### src/sv/mf_pkg.sv
// ----------------------------------------------------------------------------
// mf_pkg: shared types and constants of the 3x3 median filter
// Frame geometry limits, queue entry layout and small compare helpers.
// ----------------------------------------------------------------------------
`default_nettype none

package mf_pkg;

  localparam int MAX_WIDTH  = 1024;
  localparam int MAX_HEIGHT = 4096;
  localparam int PIX_W      = 8;
  localparam int COL_W      = 10;
  localparam int ROW_W      = 12;
  localparam int WCFG_W     = 11;
  localparam int HCFG_W     = 13;
  localparam int CFG_W      = 13;
  localparam int IDX_W      = 2;
  localparam int ADDR_W     = $clog2(MAX_WIDTH);
  localparam int QDEPTH     = 4;
  localparam int QPTR_W     = $clog2(QDEPTH);

  localparam logic [IDX_W-1:0] REG_IMAGE_WIDTH  = IDX_W'(0);
  localparam logic [IDX_W-1:0] REG_IMAGE_HEIGHT = IDX_W'(1);

  typedef logic [PIX_W-1:0] pix_t;

  // one full 3x3 window, unsorted, plus what the emitter needs
  typedef struct packed {
    pix_t [8:0]       win;
    logic [ROW_W-1:0] row;
    logic [COL_W-1:0] col;
    logic [3:0]       mask;
    logic             use_med;
  } q_entry_t;

  function automatic pix_t min2(input pix_t a, input pix_t b);
    return (a < b) ? a : b;
  endfunction

  function automatic pix_t max2(input pix_t a, input pix_t b);
    return (a > b) ? a : b;
  endfunction

  function automatic pix_t min3(input pix_t a, input pix_t b, input pix_t c);
    return min2(min2(a, b), c);
  endfunction

  function automatic pix_t max3(input pix_t a, input pix_t b, input pix_t c);
    return max2(max2(a, b), c);
  endfunction

  function automatic pix_t med3(input pix_t a, input pix_t b, input pix_t c);
    return max2(min2(a, b), min2(max2(a, b), c));
  endfunction

endpackage

`default_nettype wire

### src/sv/mf_queue.sv
// ----------------------------------------------------------------------------
// mf_queue: small queue between intake and median/emit side
// Holds window entries so either side can stall on its own.
// ----------------------------------------------------------------------------
`default_nettype none

module mf_queue
  import mf_pkg::*;
(
  input  wire      clk,
  input  wire      rst,
  input  wire      push,
  input  q_entry_t wr_data,
  output logic     full,
  input  wire      pop,
  output q_entry_t rd_data,
  output logic     empty
);

  q_entry_t slots [QDEPTH];
  logic [QPTR_W-1:0] wr_ptr;
  logic [QPTR_W-1:0] rd_ptr;
  logic [QPTR_W:0]   count;

  assign full    = (count == (QPTR_W+1)'(QDEPTH));
  assign empty   = (count == '0);
  assign rd_data = slots[rd_ptr];

  always_ff @(posedge clk) begin
    if (push) begin
      slots[wr_ptr] <= wr_data;
    end
  end

  always_ff @(posedge clk) begin
    if (rst) begin
      wr_ptr <= '0;
      rd_ptr <= '0;
      count  <= '0;
    end else begin
      if (push) wr_ptr <= wr_ptr + QPTR_W'(1);
      if (pop)  rd_ptr <= rd_ptr + QPTR_W'(1);
      if (push && !pop)
        count <= count + (QPTR_W+1)'(1);
      else if (pop && !push)
        count <= count - (QPTR_W+1)'(1);
    end
  end

endmodule

`default_nettype wire

### config.mk
export PLATFORM = sky130hd
export DESIGN_NAME = mf_queue
export DESIGN_NICKNAME = d
export VERILOG_FILES = /design/src/sv/mf_pkg.sv /design/src/sv/mf_queue.sv
export SDC_FILE = /design/constraint.sdc
export NUM_CORES = 1
export LEC_CHECK = 0
export ABC_AREA = 1
export BUFFER_PORTS_ARGS = -buffer_cell sky130_fd_sc_hd__buf_4
export CORE_MARGIN = 2
export CORE_UTILIZATION = 40
export DETAILED_ROUTE_END_ITERATION = 8
export PLACE_DENSITY_LB_ADDON = 0.3
export SYNTH_ARGS = -nofsm -noshare
export SYNTH_HDL_FRONTEND = slang
export SYNTH_SLANG_ARGS = --single-unit
### constraint.sdc
create_clock -name clk -period 7 [get_ports clk]
set_input_delay 0.7 -clock clk [delete_from_list [all_inputs] [get_ports clk]]
set_output_delay 0.7 -clock clk [all_outputs]
set_load 0.01 [all_outputs]
======== Word level (Yosys, flattened, before mapping) ========
Memories as Yosys holds them, arrays and structs flattened. A register that Yosys moved wholly into a read port is not among the register bits.
Index checks and enable logic that the tools add are counted.
cells by class
  add/subtract/negate cells ............... 4
  reductions and logical operators ........ 6
  eq/ne operators ......................... 1
  muxes and demuxes ....................... 6
operators with widths
  kind                                               number
  two-way mux 3 bit                                  2
  adder 2 x 1 -> 2 bit (second input constant)       2
  two-way mux 2 bit                                  2
  adder 3 x 1 -> 3 bit (second input constant)       1
  == test 3 bit (second input constant)              1
  logical NOT 3 bit                                  1
  subtractor 3 x 1 -> 3 bit (second input constant)  1
  logical AND 1 bit                                  2
  logical NOT 1 bit                                  2
  two-way mux 1 bit                                  2
  nonzero test 2 bit                                 1
word-level totals
  memories kept ........................... 1
  flip-flop bits (word level) ............. 7
  memory bits (writable) .................. 396
  word-level logic and storage cells ...... 21
  output and inout bits ................... 101
  input bits .............................. 103
memory list
  memory  words  bits a word  rd ports  clocked after Yosys merged registers in  wr ports  RTL line        source
  slots   4      99           1         1                                        1         mf_queue.sv:20  q_entry_t slots [QDEPTH];

======== Depth between registers and ports, before layout ========
  depth after elaboration ................. 4
  gate-level depth with buffers ........... 10
  gate-level depth less buffers ........... 10

======== Worst setup path before layout ========
No wires, ideal clock.
  path kind ............................... input to register
  from .................................... input push
  to ...................................... memory slots[0][0] (netlist name), enable pin
  path buffers ............................ 0
  setup time .............................. 0.452 ns
  data arrival time ....................... 2.646 ns
  data required time ...................... 6.548 ns
  stages on the path ...................... 2
  slack ................................... 3.901 ns
  cell sequence ........................... nand2_1 inv_1
on the way
  longest elaborated chain between the ends .. 2
ends and longest elaborated chain
  what                                     RTL line        source
  start, declared                          mf_queue.sv:12  input wire push,
  two-way mux 1 bit                        mf_queue.sv:30  if (push) begin
  two-way mux 1 bit (implied by the code)  mf_queue.sv:31  slots[wr_ptr] <= wr_data;
  end, declared                            mf_queue.sv:20
Every way passes these cells.

==> reports/results.tsv <==
stage	metric	value	unit
die	die width	198	um
finish	area of the multi-input gates	2560	um2
die	core area	37400	um2
run	Max-Cap Viols	0	
setup_path	CP delay by family, top	buffers and inverters	
setup_path	Crit-path slowest cell	buf_4	
routing	drt initial violations	543	
setup_path	Arr. time, crit path	2.89	ns
power	power density over the cells	300	nW/um2
sta	worst slew pin tran	1.13	ns
clocking	CTS H-tree depth	2	
setup_path	WP buf/inv	3	
die	Starting Density	40.3	%
die	Die ar.	39300	um2
power	peak supply drop	226	uV
sta	clk_skew	0.0123	ns
finish	nets	1315	
die	Die Y	198	um
worst_hold_path	WHS Endpoint	count[0]	
power	Combinational Power Share	9.5	%
sta	fin crit period	3.59	ns
yosys	Synth Warn #	0	
global_route	first-pass GRT wire length	50100	um
sta	setup_tns	0	ns
worst_hold_path	Hold Path Class	in -> reg	
sta	worst rel slew slack	24.8	%
global_route	GRT overflow	0	
setup_path	critical path's most frequent cell	buf_4	
global_route	initial antenna violation count	1	
routing	via count	8878	
clocking	CTS tree	yes	
finish	Fill cells	3213	
place	IO Port Bufs	203	
setup_path	Critical Path Max Stage Delay	0.67	ns
sta	max-slew violation count	0	
routing	Initial DRT Pass Iterations	5	
die	cell row count	71	
die	Ports	204	
global_route	gr usage total	16.6	%
setup_path	worst setup path class	reg -> out	
sta	Final setup viols	0	
setup_path	crit end category	primary output	
finish	final non-filler cell total	1747	
finish	Seq. cell area	12100	um2
yosys	Syn Area/Cell	14.9	um2
setup_path	worst r2r src	wr_ptr[0]	
routing	Post-DRT Antenna Nets	0	
yosys	synthesized area	15100	um2
setup_path	Cell Chain, Critical Path	inv_6 > buf_4 > o21ai_0 > o22ai_1 > buf_4	
global_route	largest net degree at the start of global routing	134	
setup_path	worst-path maximum fanout	133	
clocking	Clock Sinks	405	
setup_path	worst reg-to-reg path cell count	5	
routing	final WL	32800	um
setup_path	r2r endpoint	slots[0][57]	
power	Leak	0.00634	uW
worst_hold_path	Hold Crit Depth	2	
routing	average wire per standard cell	18.8	um
clocking	Clk Latency, worst-skew pair	0.53	ns
sta	unrepaired setup endpoints after global routing	no	
power	sequential share of power	51.1	%
clocking	Root Buffer	clkbuf_16	
yosys	Yosys reg bits	405	
place	Cells after DPL	1673	
routing	DRC violation count after routing	0	
worst_hold_path	hold path startpoint	rst	
power	Pint	4290	uW
power	Clock Power Share	39.5	%
place	gpl congestion	0.728	
clocking	post-CTS sizing	0	
yosys	syn nets	1124	
power	Switch Pwr	1200	uW
clocking	CTS clock-pin slew for the worst setup and hold paths	0.06	ns
place	DPL Wire Length	17700	um
yosys	Gate Count Post-Synth	1015	
yosys	distinct cell type count after synthesis	22	
sta	Period Utilization, post-route	51.3	%
clocking	CTS Buf Count	42	
finish	share of cells above drive strength 1	22.2	%
yosys	Seq/Total Area, Yosys	80.1	%
power	Sw Share	21.9	%
clocking	Hold-fix buffers, CTS	0	
clocking	setup bufs post-CTS	0	
status	status	finished, final reports clean	
sta	Hold Violations, Final	0	
finish	antenna cells	0	
setup_path	R2R Setup Slk	4.55	ns
setup_path	Crit path depth	5	
routing	vias per cell	5.08	
setup_path	element type at the critical path start	flop	
clocking	clk buf depth	3	
setup_path	Crit path required time	6.30	ns
finish	Layout area overhead	21.4	%
sta	f_max	0.279	GHz
global_route	vias in the first global route	8876	
[cell usage in the layout (no fill, tap or decap), drive strengths merged]
| cell | Yosys | layout |
|---|---|---|
| nand4 | 1 | 1 |
| xor2 | 1 | 1 |
| clkbuf | 40 | 62 |
| nand2 | 9 | 9 |
| o21ai | 203 | 203 |
| inv | 16 | 16 |
| buf | 24 | 211 |
| edfxtp | 396 | 396 |
| bufinv | 0 | 3 |
| nor3 | 2 | 2 |
| ha | 5 | 5 |
| nand3 | 1 | 1 |
| a21oi | 3 | 3 |
| fa | 1 | 1 |
| o22ai | 99 | 99 |
| nor2 | 204 | 204 |
| clkinv | 1 | 10 |
| dfxtp | 9 | 9 |
[how the worst max path moves through the flow]
stage | slack (ns) | startpoint | end
after floorplan | 3.90 | push | slots[0][0]
after global placement | 3.85 | flop | rd_data[28]
after detailed placement | 3.79 | flop | rd_data[27]
after CTS | 3.21 | flop | rd_data[27]
after global routing | 3.11 | flop | rd_data[27]
final | 3.41 | flop | rd_data[27]
[registers in the layout (all words and copies together) (netlist names), named ones only]
signal  count
slots     396
rd_ptr      2
count       3
wr_ptr      2
[worst register-to-register path, stage by stage, from the launching register on]
cell     delay, ns
dfxtp_1       0.33
inv_1         0.13
ha_1          0.16
nand2_1       0.08
inv_4         0.57
buf_4         0.75
[synthesized netlist by cell type, drive strengths merged]
| master | count | area share (%) |
|---|---|---|
| o21ai | 203 | 6.7 |
| nand2 | 9 | 0.22 |
| xor2 | 1 | 0.058 |
| buf | 24 | 1.5 |
| nand4 | 1 | 0.042 |
| inv | 16 | 0.43 |
| ha | 5 | 0.41 |
| nor3 | 2 | 0.066 |
| fa | 1 | 0.13 |
| nand3 | 1 | 0.033 |
| clkinv | 1 | 0.058 |
| clkbuf | 40 | 1.0 |
| nor2 | 204 | 5.1 |
| a21oi | 3 | 0.10 |
| o22ai | 99 | 4.1 |
| dfxtp | 9 | 1.2 |
| edfxtp | 396 | 79 |
[cell families after synthesis]
logic type,after synthesis,synth area share (%)
AO/OA/AOI/OAI,305,10.9
XOR/XNOR,1,0.0581
flip-flops,405,80.1
adder cells (fa/ha/maj),6,0.548
buffers and inverters,81,2.95
AND/OR/NAND/NOR,217,5.44
[layout make-up]
cell class,count,area share [%]
sequential,405,66.0
multi-input combinational,529,14.0
timing repair buffer,211,8.65
clock buffer,62,6.67
tap,511,3.49
clock inverter,12,0.731
inverter,17,0.458
[metal layers]
layer	up-vias	global-route usage, %	part of all wire [%]
li1	4208	-	-
met1	4397	22.2	45
met2	239	27.1	47
met3	34	4.33	6.5
met4	0	4.34	1.6
met5	-	0	0
[power groups by stage]
stage | sequential (uW) | clock, uW | combinational, uW
floorplan | 2850 | 0 | 269
global placement | 2850 | 0 | 522
detailed placement | 2860 | 0 | 530
CTS | 2810 | 2220 | 531
global route | 2810 | 2320 | 577
finish | 2810 | 2170 | 521
[stage by stage]
stage / setup slack, ns / util [%] / hold WS [ns] / instance area (um2) / power, uW
2_1_floorplan: 3.90 / - / 0.412 / 15100 / 3120
3_3_place_gp: 3.85 / 45.3 / 0.416 / 16900 / 3380
3_5_place_dp: 3.79 / 45.3 / 0.428 / 16900 / 3390
4_1_cts: 3.21 / 48.9 / 0.293 / 18300 / 5560
5_1_grt: 3.11 / 48.9 / 0.304 / 18300 / 5710
6_report: 3.41 / 48.9 / 0.325 / 18300 / 5490
No activity file was read; power rests on OpenSTA's default activity.
