--- src/sv/mf_pkg.sv ---
// ----------------------------------------------------------------------------
// mf_pkg: shared types and constants of the 3x3 median filter
// Frame geometry limits, queue entry layout and small compare helpers.
// ----------------------------------------------------------------------------
`default_nettype none

package mf_pkg;

  localparam int MAX_WIDTH  = 1024;
  localparam int MAX_HEIGHT = 4096;
  localparam int PIX_W      = 8;
  localparam int COL_W      = 10;
  localparam int ROW_W      = 12;
  localparam int WCFG_W     = 11;
  localparam int HCFG_W     = 13;
  localparam int CFG_W      = 13;
  localparam int IDX_W      = 2;
  localparam int ADDR_W     = $clog2(MAX_WIDTH);
  localparam int QDEPTH     = 4;
  localparam int QPTR_W     = $clog2(QDEPTH);

  localparam logic [IDX_W-1:0] REG_IMAGE_WIDTH  = IDX_W'(0);
  localparam logic [IDX_W-1:0] REG_IMAGE_HEIGHT = IDX_W'(1);

  typedef logic [PIX_W-1:0] pix_t;

  // one full 3x3 window, unsorted, plus what the emitter needs
  typedef struct packed {
    pix_t [8:0]       win;
    logic [ROW_W-1:0] row;
    logic [COL_W-1:0] col;
    logic [3:0]       mask;
    logic             use_med;
  } q_entry_t;

  function automatic pix_t min2(input pix_t a, input pix_t b);
    return (a < b) ? a : b;
  endfunction

  function automatic pix_t max2(input pix_t a, input pix_t b);
    return (a > b) ? a : b;
  endfunction

  function automatic pix_t min3(input pix_t a, input pix_t b, input pix_t c);
    return min2(min2(a, b), c);
  endfunction

  function automatic pix_t max3(input pix_t a, input pix_t b, input pix_t c);
    return max2(max2(a, b), c);
  endfunction

  function automatic pix_t med3(input pix_t a, input pix_t b, input pix_t c);
    return max2(min2(a, b), min2(max2(a, b), c));
  endfunction

endpackage

`default_nettype wire

--- src/sv/mf_if.sv ---
// ----------------------------------------------------------------------------
// mf_if: channel interfaces of the 3x3 median filter
// Pixel input, result output and register write channels.
// ----------------------------------------------------------------------------
`default_nettype none


interface mf_res_if;
  import mf_pkg::*;
  logic             valid;
  logic             ready;
  pix_t             value;
  logic [ROW_W-1:0] out_row;
  logic [COL_W-1:0] out_col;
  logic             last;
  modport source (output valid, output value, output out_row, output out_col,
                  output last, input ready);
  modport sink   (input valid, input value, input out_row, input out_col,
                  input last, output ready);
endinterface


`default_nettype wire

--- src/sv/mf_back.sv ---
// ----------------------------------------------------------------------------
// mf_back: median network and result emitter
// Sorts window columns in one stage, finishes the median on load into the
// emitter, then sends up to four results per entry.
// ----------------------------------------------------------------------------
`default_nettype none

module mf_back
  import mf_pkg::*;
(
  input  wire      clk,
  input  wire      rst,
  input  q_entry_t q_data,
  input  wire      q_empty,
  output logic     q_pop,
  mf_res_if.source res
);

  // column sort stage
  logic             a_valid;
  pix_t [2:0]       a_lo, a_mid, a_hi;
  pix_t             a_w4, a_w5, a_w7, a_w8;
  logic [ROW_W-1:0] a_row;
  logic [COL_W-1:0] a_col;
  logic [3:0]       a_mask;
  logic             a_use_med;
  logic             a_ready;

  // emitter
  logic [3:0]       b_mask;
  pix_t [3:0]       b_val;
  logic [ROW_W-1:0] b_row;
  logic [COL_W-1:0] b_col;
  logic             b_load;
  logic [3:0]       sel;
  logic             res_beat;
  pix_t             median;

  assign res_beat = res.valid && res.ready;
  assign sel      = b_mask & (~b_mask + 4'd1);
  assign b_load   = (b_mask == '0) || (res_beat && ((b_mask & ~sel) == '0));
  assign a_ready  = !a_valid || b_load;
  assign q_pop    = !q_empty && a_ready;

  always_ff @(posedge clk) begin
    if (rst) begin
      a_valid <= 1'b0;
    end else if (a_ready) begin
      a_valid <= q_pop;
    end
  end

  always_ff @(posedge clk) begin
    if (q_pop) begin
      for (int k = 0; k < 3; k++) begin
        a_lo[k]  <= min3(q_data.win[k], q_data.win[k+3], q_data.win[k+6]);
        a_mid[k] <= med3(q_data.win[k], q_data.win[k+3], q_data.win[k+6]);
        a_hi[k]  <= max3(q_data.win[k], q_data.win[k+3], q_data.win[k+6]);
      end
      a_w4      <= q_data.win[4];
      a_w5      <= q_data.win[5];
      a_w7      <= q_data.win[7];
      a_w8      <= q_data.win[8];
      a_row     <= q_data.row;
      a_col     <= q_data.col;
      a_mask    <= q_data.mask;
      a_use_med <= q_data.use_med;
    end
  end

  assign median = med3(max3(a_lo[0], a_lo[1], a_lo[2]),
                       med3(a_mid[0], a_mid[1], a_mid[2]),
                       min3(a_hi[0], a_hi[1], a_hi[2]));

  always_ff @(posedge clk) begin
    if (rst) begin
      b_mask <= '0;
    end else if (b_load) begin
      b_mask <= a_valid ? a_mask : 4'b0000;
    end else if (res_beat) begin
      b_mask <= b_mask & ~sel;
    end
  end

  always_ff @(posedge clk) begin
    if (b_load && a_valid) begin
      b_val[0] <= a_use_med ? median : a_w4;
      b_val[1] <= a_w5;
      b_val[2] <= a_w7;
      b_val[3] <= a_w8;
      b_row    <= a_row;
      b_col    <= a_col;
    end
  end

  // results in order: upper-left, upper right column, own row, own corner
  always_comb begin
    res.value   = b_val[3];
    res.out_row = b_row;
    res.out_col = b_col;
    priority if (b_mask[0]) begin
      res.value   = b_val[0];
      res.out_row = b_row - ROW_W'(1);
      res.out_col = b_col - COL_W'(1);
    end else if (b_mask[1]) begin
      res.value   = b_val[1];
      res.out_row = b_row - ROW_W'(1);
    end else if (b_mask[2]) begin
      res.value   = b_val[2];
      res.out_col = b_col - COL_W'(1);
    end
  end

  assign res.valid = (b_mask != '0);
  assign res.last  = ((b_mask & ~sel) == '0);

endmodule

`default_nettype wire

--- src/flat_wrapper.sv ---
// flat-port wrapper written by rule: the top's interface ports become plain ports
module mf_back_flat import mf_pkg::*;
  (clk, rst, q_data, q_empty, q_pop, res_valid, res_value, res_out_row, res_out_col, res_last, res_ready);
  mf_res_if res_i ();
  input  wire clk;
  input  wire rst;
  input  q_entry_t q_data;
  input  wire q_empty;
  output logic q_pop;
  output wire logic [$bits(res_i.valid)-1:0] res_valid;
  output wire logic [$bits(res_i.value)-1:0] res_value;
  output wire logic [$bits(res_i.out_row)-1:0] res_out_row;
  output wire logic [$bits(res_i.out_col)-1:0] res_out_col;
  output wire logic [$bits(res_i.last)-1:0] res_last;
  input wire logic [$bits(res_i.ready)-1:0] res_ready;
  assign res_valid = res_i.valid;
  assign res_value = res_i.value;
  assign res_out_row = res_i.out_row;
  assign res_out_col = res_i.out_col;
  assign res_last = res_i.last;
  assign res_i.ready = res_ready;
  mf_back u_core (.clk(clk), .rst(rst), .q_data(q_data), .q_empty(q_empty), .q_pop(q_pop), .res(res_i));
endmodule
--- config.mk ---
export PLATFORM = sky130hd
export DESIGN_NAME = mf_back_flat
export DESIGN_NICKNAME = d
export VERILOG_FILES = /design/src/sv/mf_pkg.sv /design/src/sv/mf_if.sv /design/src/sv/mf_back.sv /design/src/flat_wrapper.sv
export SDC_FILE = /design/constraint.sdc
export NUM_CORES = 1
export LEC_CHECK = 0
export BUFFER_PORTS_ARGS = -buffer_cell sky130_fd_sc_hd__buf_4
export CELL_PAD_IN_SITES_DETAIL_PLACEMENT = 1
export CELL_PAD_IN_SITES_GLOBAL_PLACEMENT = 1
export CORE_ASPECT_RATIO = 0.5
export CORE_MARGIN = 1
export CORE_UTILIZATION = 43
export DETAILED_ROUTE_END_ITERATION = 8
export PLACE_DENSITY_LB_ADDON = 0.1
export SKIP_LAST_GASP = 1
export SYNTH_ARGS = -nofsm -noshare
export SYNTH_HDL_FRONTEND = slang
export SYNTH_SLANG_ARGS = --single-unit
--- constraint.sdc ---
create_clock -name clk -period 10.38 [get_ports clk]
set_input_delay 1.038 -clock clk [delete_from_list [all_inputs] [get_ports clk]]
set_output_delay 1.038 -clock clk [all_outputs]
set_load 0.02 [all_outputs]
# Word-level counts from Yosys, hierarchy flattened
# Index checks and enable logic that the tools add are counted.
[totals]
reg_bits = 190
input_bits = 103
[op_classes]
add_sub_neg = 3
n_reduce_logical = 12
bitwise = 4
order_cmp = 30
muxes = 42
[ops]
columns = ["operator", "n"]
rows = [
  ["$mux W8", 34],
  ["$gt A8 B8 Y1", 15],
  ["$lt A8 B8 Y1", 15],
  ["$mux W10", 3],
  ["$mux W12", 2],
  ["$mux W4", 3],
  ["$sub A12 B1 Y12 const B", 1],
  ["$sub A10 B1 Y10 const B", 1],
  ["$and A4 B4 Y4", 2],
  ["$logic_not A4 Y1", 2],
  ["$not A4 Y4", 2],
  ["$add A4 B1 Y4 const B", 1],
  ["$logic_and A1 B1 Y1", 4],
  ["$reduce_bool A4 Y1", 1],
  ["$logic_not A1 Y1", 2],
  ["$logic_or A1 B1 Y1", 2],
  ["$reduce_bool A2 Y1", 1],
]

# Depth between registers and ports, before layout
# Gate-level depths: netlist of run 1.
[logic_depth]
depth_word = 13
ltp_mapped = 55
ltp_nobuf = 53

# Least setup slack after synthesis of run 1
# Ideal clock, no wire load.
[synth_path]
path_type = "reg2reg"
start = "reg u_core.a_mid[9] in the netlist's numbering"
end = "reg u_core.b_val[0] in the netlist's numbering (data pin)"
setup_ns = 0.261
n_path_buf = 2
slack_ns = -0.142
t_arrival_ns = 10.262
stages_incl_launch_ff = 52
cell_sequence = "edfxtp_1 -> inv_1 -> ha_1 -> nor2b_1 -> o211a_4 -> o21a_1 -> o22ai_2 -> mux2_2 -> ha_1 -> a21oi_1 -> o21ai_0 -> or2_2 -> o41a_1 -> buf_4 -> o31ai_1 -> inv_1 -> ha_1 -> nand3_1 -> [16 not listed] -> a21o_1 -> a21oi_1 -> nor2b_1 -> nor3_1 -> inv_1 -> a31oi_1 -> a21boi_1 -> or2_1 -> ha_1 -> o21a_1 -> o21ai_0 -> nand2b_1 -> a21oi_1 -> o21ai_0 -> o21ai_0 -> nand2_1 -> inv_1 -> a221o_1"
[synth_between]
elab_chain_len = 13
elab_cells_between_ends = 17
cone_classes = "order compare (8); mux (9)"
[synth_lines]
columns = ["item", "line", "text"]
rows = [
  ["from (decl)", "mf_back.sv:21", "pix_t [2:0] a_lo, a_mid, a_hi;"],
  ["from (signal, indexed assignment)", "mf_back.sv:57", "a_mid[k] <= med3(q_data.win[k], q_data.win[k+3], q_data.win[k+6]);"],
  ["$gt A8 B8 Y1", "mf_pkg.sv:41", "return (a > b) ? a : b;"],
  ["$mux W8", "mf_pkg.sv:41", ""],
  ["$lt A8 B8 Y1", "mf_pkg.sv:37", "return (a < b) ? a : b;"],
  ["$mux W8", "mf_pkg.sv:37", ""],
  ["$gt A8 B8 Y1", "mf_pkg.sv:41", ""],
  ["$mux W8 (*)", "mf_pkg.sv:41", ""],
  ["$gt A8 B8 Y1", "mf_pkg.sv:41", ""],
  ["$mux W8", "mf_pkg.sv:41", ""],
  ["$lt A8 B8 Y1", "mf_pkg.sv:37", ""],
  ["$mux W8", "mf_pkg.sv:37", ""],
  ["$gt A8 B8 Y1", "mf_pkg.sv:41", ""],
  ["$mux W8 (*)", "mf_pkg.sv:41", ""],
  ["$mux W8 (*)", "mf_back.sv:87", "b_val[0] <= a_use_med ? median : a_w4;"],
  ["to (decl)", "mf_back.sv:31", "pix_t [3:0] b_val;"],
]
# Mark *: on every way between the ends. The rest lies on a longest branch, timed or not.
# A chain may end at the register's enable or synchronous reset.

# Final worst setup path of run 1
[layout_path]
start = "reg u_core.a_mid[1] in the netlist's numbering"
end = "reg u_core.b_val[5] in the netlist's numbering (data pin)"
# The elaborated chain is that of the path after synthesis.

==> results of run 1 <==
[state kept, by name, indices dropped and copies added, names as in the netlist, 4 cells and up]
| name | flops |
|---|---|
| u_core.b_val | 32 |
| u_core.a_col | 10 |
| u_core.a_w4 | 8 |
| u_core.b_row | 12 |
| u_core.b_col | 10 |
| u_core.a_mask | 4 |
| u_core.a_w5 | 8 |
| u_core.b_mask | 4 |
| u_core.a_w8 | 8 |
| u_core.a_hi | 24 |
| u_core.a_mid | 24 |
| u_core.a_row | 12 |
| u_core.a_lo | 24 |
| u_core.a_w7 | 8 |
[routing by layer]
metal	track usage	routed length [um]
met1	0.349	19800
met2	0.414	19300
met3	0.0520	2060
met4	0.0677	772
met5	0	13
[cell usage after synthesis, types with 4 or more instances]
library cell and number:
o211ai_1 5, nor2b_1 16, or2_2 5, mux2_2 40, edfxtp_1 185, mux2i_1 88
dfxtp_1 5, inv_1 144, nand3_1 23, o31ai_1 5, clkbuf_1 18, and3_1 12
xnor2_1 12, a21oi_1 73, a21o_1 29, o21a_1 30, nand4_1 19, o21ai_1 11
xor2_1 10, nand2b_1 16, a31oi_1 7, o21bai_1 4, nor2_1 50, ha_1 167
or3_1 8, o31a_1 4, nand2_1 131, nor3_1 18, nor4_1 6, o21ai_0 124
[layout make-up]
cell class | count | area [um2]
clock buffer | 17 | 425
sequential | 190 | 5660
fill | 3374 | 13900
inverter | 144 | 541
clock inverter | 15 | 190
timing repair buffer | 211 | 1610
tap | 423 | 529
multi-input combinational | 967 | 7750
[through the flow]
step,hold WS (ns),cell area (um2),std cells,setup WS (ns)
after global placement,0.401,15400,1911,0.0797
after detailed placement,0.406,15400,1911,-0.367
after global routing,0.427,16700,1967,-0.245
after floorplan,0.400,13500,1324,0.0819
after CTS,0.424,16000,1946,0.00127
final,0.421,16700,1967,0.126
[worst min path at each step]
stage	slack (ns)	to	from	cells after the start
5_1_grt	0.43	u_core.b_val[26]	u_core.a_w8[2]	0
2_1_floorplan	0.40	u_core.b_col[0]	u_core.a_col[0]	0
3_5_place_dp	0.41	u_core.b_val[9]	u_core.a_w5[1]	0
3_3_place_gp	0.40	u_core.b_row[2]	u_core.a_row[2]	0
4_1_cts	0.42	u_core.b_row[3]	u_core.a_row[3]	0
6_report	0.42	u_core.b_val[8]	u_core.a_w5[0]	0
[timing repair]
item / CTS / global route
pin swaps: 2 / 24
buffers inserted: 3 / 21
setup endpoints to repair: 8 / 8
hold buffers: 0 / 0
gates resized for setup: 11 / 91
[logic make-up (layout without fill, tap and decap cells)]
| group | count (synthesis) | in the layout | synth area share |
|---|---|---|---|
| compound gates | 332 | 332 | 0.151 |
| simple gates | 314 | 314 | 0.110 |
| flops | 190 | 190 | 0.419 |
| fa+ha+maj | 168 | 168 | 0.155 |
| buf+inv | 167 | 387 | 0.0473 |
| mux | 131 | 131 | 0.102 |
| xor+xnor | 22 | 22 | 0.0143 |
[worst max-delay path, delay by kind of cell, from the launching register on]
kind	cells	cell delay, ns
AO/OA/AOI/OAI	23	3.70
AND/OR/NAND/NOR	15	2.43
buffers and inverters	4	0.56
multiplexers	4	1.22
adder cells (fa/ha/maj)	6	1.71
flip-flops	1	0.40
==> out/qor.yml, run 1 <==
run_status:
  outcome: "completed"
setup_path:
  startpoint: "u_core.a_mid[1]"
  required_ns: 10.58
  regToRegEndpoint: "u_core.b_val[5]"
  max_stage_delay_ns: 0.40
  worst_r2r_startpoint: "u_core.a_mid[1]"
  worst-path-max-fanout: 8
  arrival_ns: 10.45
  worst_setup_path_start_kind: "register"
  endpoint: "u_core.b_val[5]"
  crit_path_end_kind: "register"
  crit_path_top_delay_cell: "edfxtp_1"
  critical-path-top-cell-by-count: "ha_1"
  critPathKind: "reg -> reg"
  number_of_cells_on_the_worst_reg_to_reg_path: 52
  rrSetupSlack_ns: 0.13
global_route:
  wire_length_of_the_first_global_routing_pass_um: 62300
  grt_antenna_before_repair: 1
  grt_max_degree: 77
  track_usage: 0.255
  grt.overflow.total: 0
  first_global_vias: 11300
synth:
  postSynthCellCount: 1324
  synthesis.area_per_instance_um2: 10.2
  ys_ff_latch: 190
  synthArstFlopShare: 0
  main_synth_ff_type: "edfxtp_1"
  syn-cell-area_mm2: 0.0135
  synth_enable_flop_cells: 185
  yosysTopAreaCell: "edfxtp_1"
  area_share_of_the_largest_cell_type_after_synthesis: 0.411
  synthDistinctLibCells: 69
  leading_post_synthesis_cells_by_cell_area: "edfxtp_1 (41%), ha_1 (15%), mux2i_1 (6.5%)"
  synth.yosys.seq_area_share: 0.419
  synth_fp_nets: 1594
  synth-warning-count: 0
clock_tree:
  worst_setup_hold_path_clk_slew_ns: 0.08
  cts_root_buf: "clkbuf_16"
  clkLatencyLatePin_ns: 0.46
  clk_path_buf_depth: 2
  h_tree_levels: 4
  clk_sink_count: 190
  tritoncts: "yes"
  cts-buffers-inserted: 17
placement:
  dp.final_hpwl_um: 32800
  io_buffers: 135
  place.gp.congestion: 0.952
timing:
  post-route-period-util: 0.988
  max_clock_freq_mhz: 97.5
  final.setup.tns_ns: 0
  final-max-slew-violation-count: 0
  tightestPinTransition_ns: 1.15
  slew_headroom: 0.231
  timing.final.setup_violations: 0
  timing.clock.skew_ns: 0.0191
  finalHoldViolations: 0
  fin_crit_ns: 10.25
flow_run:
  number_of_max_cap_violations: 0
layout:
  layout-drive-gt1-share: 0.234
  area_growth_pct: 23.7
  mostFrequentLayoutCell: "buf_4"
  utilization: 0.545
  num-nets-final: 1801
  antennaDiodeCount: 0
  layout.cells.most_common_list: "buf_4 (204), edfxtp_1 (185), ha_1 (153)"
route:
  ant_nets: 0
  routed_wl_um: 41900
  post-route-drc-count: 0
  dr.first_iter.drc_count: 559
  routedWlPerCell_um: 21.3
  first_pass_iters: 4
  post_drt_via_cell_ratio: 5.56
  route.vias.total: 10900
hold_path:
  hold_path_class: "reg -> reg"
floorplan:
  core_mm2: 0.0306
  row_count: 45
  boundaryPins: 136
  chipHeight_um: 127
  dieArea_mm2: 0.0322
  die_x_um: 253
  initial_core_util: 0.441
Power of run 1 is left out: the tool's default activity adds up to more than one toggle a clock period on the data nets, which glitch-free logic cannot reach.
==> run 2: changes to the inputs <==
--- a/config.mk
+++ b/config.mk
@@ -5,12 +5,13 @@
 export SDC_FILE = /design/constraint.sdc
 export NUM_CORES = 1
 export LEC_CHECK = 0
+export ABC_AREA = 1
 export BUFFER_PORTS_ARGS = -buffer_cell sky130_fd_sc_hd__buf_4
 export CELL_PAD_IN_SITES_DETAIL_PLACEMENT = 1
 export CELL_PAD_IN_SITES_GLOBAL_PLACEMENT = 1
 export CORE_ASPECT_RATIO = 0.5
 export CORE_MARGIN = 1
-export CORE_UTILIZATION = 43
+export CORE_UTILIZATION = 41
 export DETAILED_ROUTE_END_ITERATION = 8
 export PLACE_DENSITY_LB_ADDON = 0.1
 export SKIP_LAST_GASP = 1
==> constraint.sdc (replaced) <==
create_clock -name clk -period 10.38 [get_ports clk]
set_input_delay 1.038 -clock clk [delete_from_list [all_inputs] [get_ports clk]]
set_output_delay 1.038 -clock clk [all_outputs]
set_load 0.05 [all_outputs]
==> out/qor.yml, run 2 <==
clock_tree:
  tritoncts: "yes"
  cts_root_buf: "clkbuf_16"
  h_tree_levels: 4
  clk_sink_count: 190
  clk_path_buf_depth: 2
  worst_setup_hold_path_clk_slew_ns: 0.07
  clkLatencyLatePin_ns: 0.45
  cts-buffers-inserted: 17
route:
  ant_nets: 0
  route.vias.total: 11200
  post-route-drc-count: 0
  first_pass_iters: 6
  routedWlPerCell_um: 19.0
  post_drt_via_cell_ratio: 5.33
  dr.first_iter.drc_count: 614
  routed_wl_um: 40000
synth:
  yosys.cell_count.top_type: "nand2_1"
  synthesis.area_per_instance_um2: 8.51
  syn-cell-area_mm2: 0.0131
  area_share_of_the_largest_cell_type_after_synthesis: 0.424
  synthDistinctLibCells: 36
  leading_post_synthesis_cells_by_cell_area: "edfxtp_1 (42%), ha_1 (16%), nand2_1 (10%)"
  synth-warning-count: 0
  yosysTopAreaCell: "edfxtp_1"
  synth.yosys.seq_area_share: 0.431
  postSynthCellCount: 1540
  synth_fp_nets: 1810
  ys_ff_latch: 190
  netlist_top_cells_count: "nand2_1 (361), o21ai_0 (219), inv_1 (212)"
  synth_enable_flop_cells: 185
  synthArstFlopShare: 0
  main_synth_ff_type: "edfxtp_1"
floorplan:
  dieArea_mm2: 0.0327
  core_mm2: 0.0309
  die_x_um: 255
  initial_core_util: 0.425
  boundaryPins: 136
  chipHeight_um: 128
  row_count: 45
timing:
  max_clock_freq_mhz: 108
  final.setup.tns_ns: 0
  finalHoldViolations: 0
  post-route-period-util: 0.896
  timing.final.setup_violations: 0
  tightestPinTransition_ns: 1.33
  timing.clock.skew_ns: 0.0184
  slew_headroom: 0.113
  final-max-slew-violation-count: 0
  unrepaired_setup_endpoints_after_global_routing: "false"
  fin_crit_ns: 9.30
layout:
  final_area_mm2: 0.0152
  largest_register_ff_count: 32
  largest-register: "u_core.b_val"
  layout.cells.most_common_list: "nand2_1 (360), o21ai_0 (219), inv_1 (212)"
  antennaDiodeCount: 0
  mostFrequentLayoutCell: "nand2_1"
  area_growth_pct: 16.0
  num-nets-final: 1935
  layout-drive-gt1-share: 0.116
hold_path:
  hold_path.startpoint: "u_core.a_row[10]"
  hold_path_class: "reg -> reg"
  holdPathEnd: "u_core.b_row[10]"
  hold_path_depth: 0
setup_path:
  critPathKind: "reg -> reg"
  critical-path-top-cell-by-count: "nand2_1"
  startpoint: "u_core.a_mid[9]"
  required_ns: 10.58
  crit_path_top_delay_cell: "edfxtp_1"
  number_of_cells_on_the_worst_reg_to_reg_path: 48
  crit_path_end_kind: "register"
  rrSetupSlack_ns: 1.08
  max_stage_delay_ns: 0.41
  arrival_ns: 9.50
  worst-path-max-fanout: 20
  worst_r2r_startpoint: "u_core.a_mid[9]"
  worst_setup_path_start_kind: "register"
  regToRegEndpoint: "u_core.b_val[6]"
global_route:
  grt.overflow.total: 0
  grt_max_degree: 122
  grt_antenna_before_repair: 1
  wire_length_of_the_first_global_routing_pass_um: 62400
  first_global_vias: 11600
  track_usage: 0.251
placement:
  postPlaceCellArea_mm2: 0.0146
  io_buffers: 135
  dp.final_hpwl_um: 32600
  place.gp.congestion: 0.877
flow_run:
  number_of_max_cap_violations: 0
run_status:
  outcome: "completed"
==> run 2: cell types whose count changed in the layout (fill, tap and decap cells not counted), moves of 21 or more <==
cell     delta
o21a_1     -21
nand2_1   +230
a21oi_1    +32
nand3_1    +28
mux2_2     -32
a21o_1     -25
inv_1      +70
o21ai_0   +103
buf_4      -65
mux2i_1    -77
nor2_1     +33
==> run 2: worst max-delay path, delay by kind of cell, from the launching register on <==
kind            cells  cell delay [ns]
simple gates       24             2.72
buf+inv             3             0.28
compound gates     15             3.78
fa+ha+maj           6             1.85
flops               1             0.41
==> run 2: cells by family (layout without fill, tap and decap cells) <==
| family | Yosys count | in the layout | share of synthesized area |
|---|---|---|---|
| AO/OA/AOI/OAI | 374 | 374 | 0.153 |
| XOR/XNOR | 20 | 20 | 0.0134 |
| adder cells (fa/ha/maj) | 167 | 167 | 0.159 |
| buffers and inverters | 249 | 387 | 0.0720 |
| flip-flops | 190 | 190 | 0.431 |
| AND/OR/NAND/NOR | 540 | 540 | 0.171 |
==> run 2: metal layers <==
layer | global-route usage | part of all wire | up-vias
met3 | 0.0350 | 0.041 | 37
met1 | 0.333 | 0.47 | 5435
met5 | 0 | 0 | -
li1 | - | - | 5524
met2 | 0.432 | 0.48 | 199
met4 | 0.0616 | 0.013 | 0
==> run 2: per-stage QoR <==
step                      instances  setup slack [ns]  hold slack [ns]  utilization
after floorplan                1540              1.92            0.400            -
after global placement         2069              1.04            0.401        0.473
after detailed placement       2069             0.384            0.405        0.473
after CTS                      2101             0.369            0.424        0.492
after global routing           2101            0.0881            0.429        0.493
final                          2101              1.08            0.422        0.493
==> run 2: cell type report <==
| class | instances | area, um2 |
|---|---|---|
| sequential | 190 | 5660 |
| timing repair buffer | 140 | 1060 |
| multi-input combinational | 1101 | 6550 |
| tap | 423 | 529 |
| fill | 3656 | 15600 |
| clock buffer | 18 | 429 |
| clock inverter | 14 | 173 |
| inverter | 215 | 807 |
==> run 2: repair_timing <==
action | in CTS | in global routing
hold buffers | 0 | 0
resized for setup | 0 | 4
endpoints found under the setup margin | 0 | 8
setup buffers | 0 | 0
==> run 2: worst max-delay path by stage <==
stage,end,depth (start not counted),slack (ns)
3_5_place_dp,u_core.b_val[3],49,0.38
2_1_floorplan,u_core.b_val[0],50,1.92
6_report,u_core.b_val[6],48,1.08
5_1_grt,u_core.b_val[6],47,0.09
3_3_place_gp,u_core.b_val[1],45,1.04
4_1_cts,u_core.b_val[3],49,0.37
Power of run 2 is left out for the same reason.
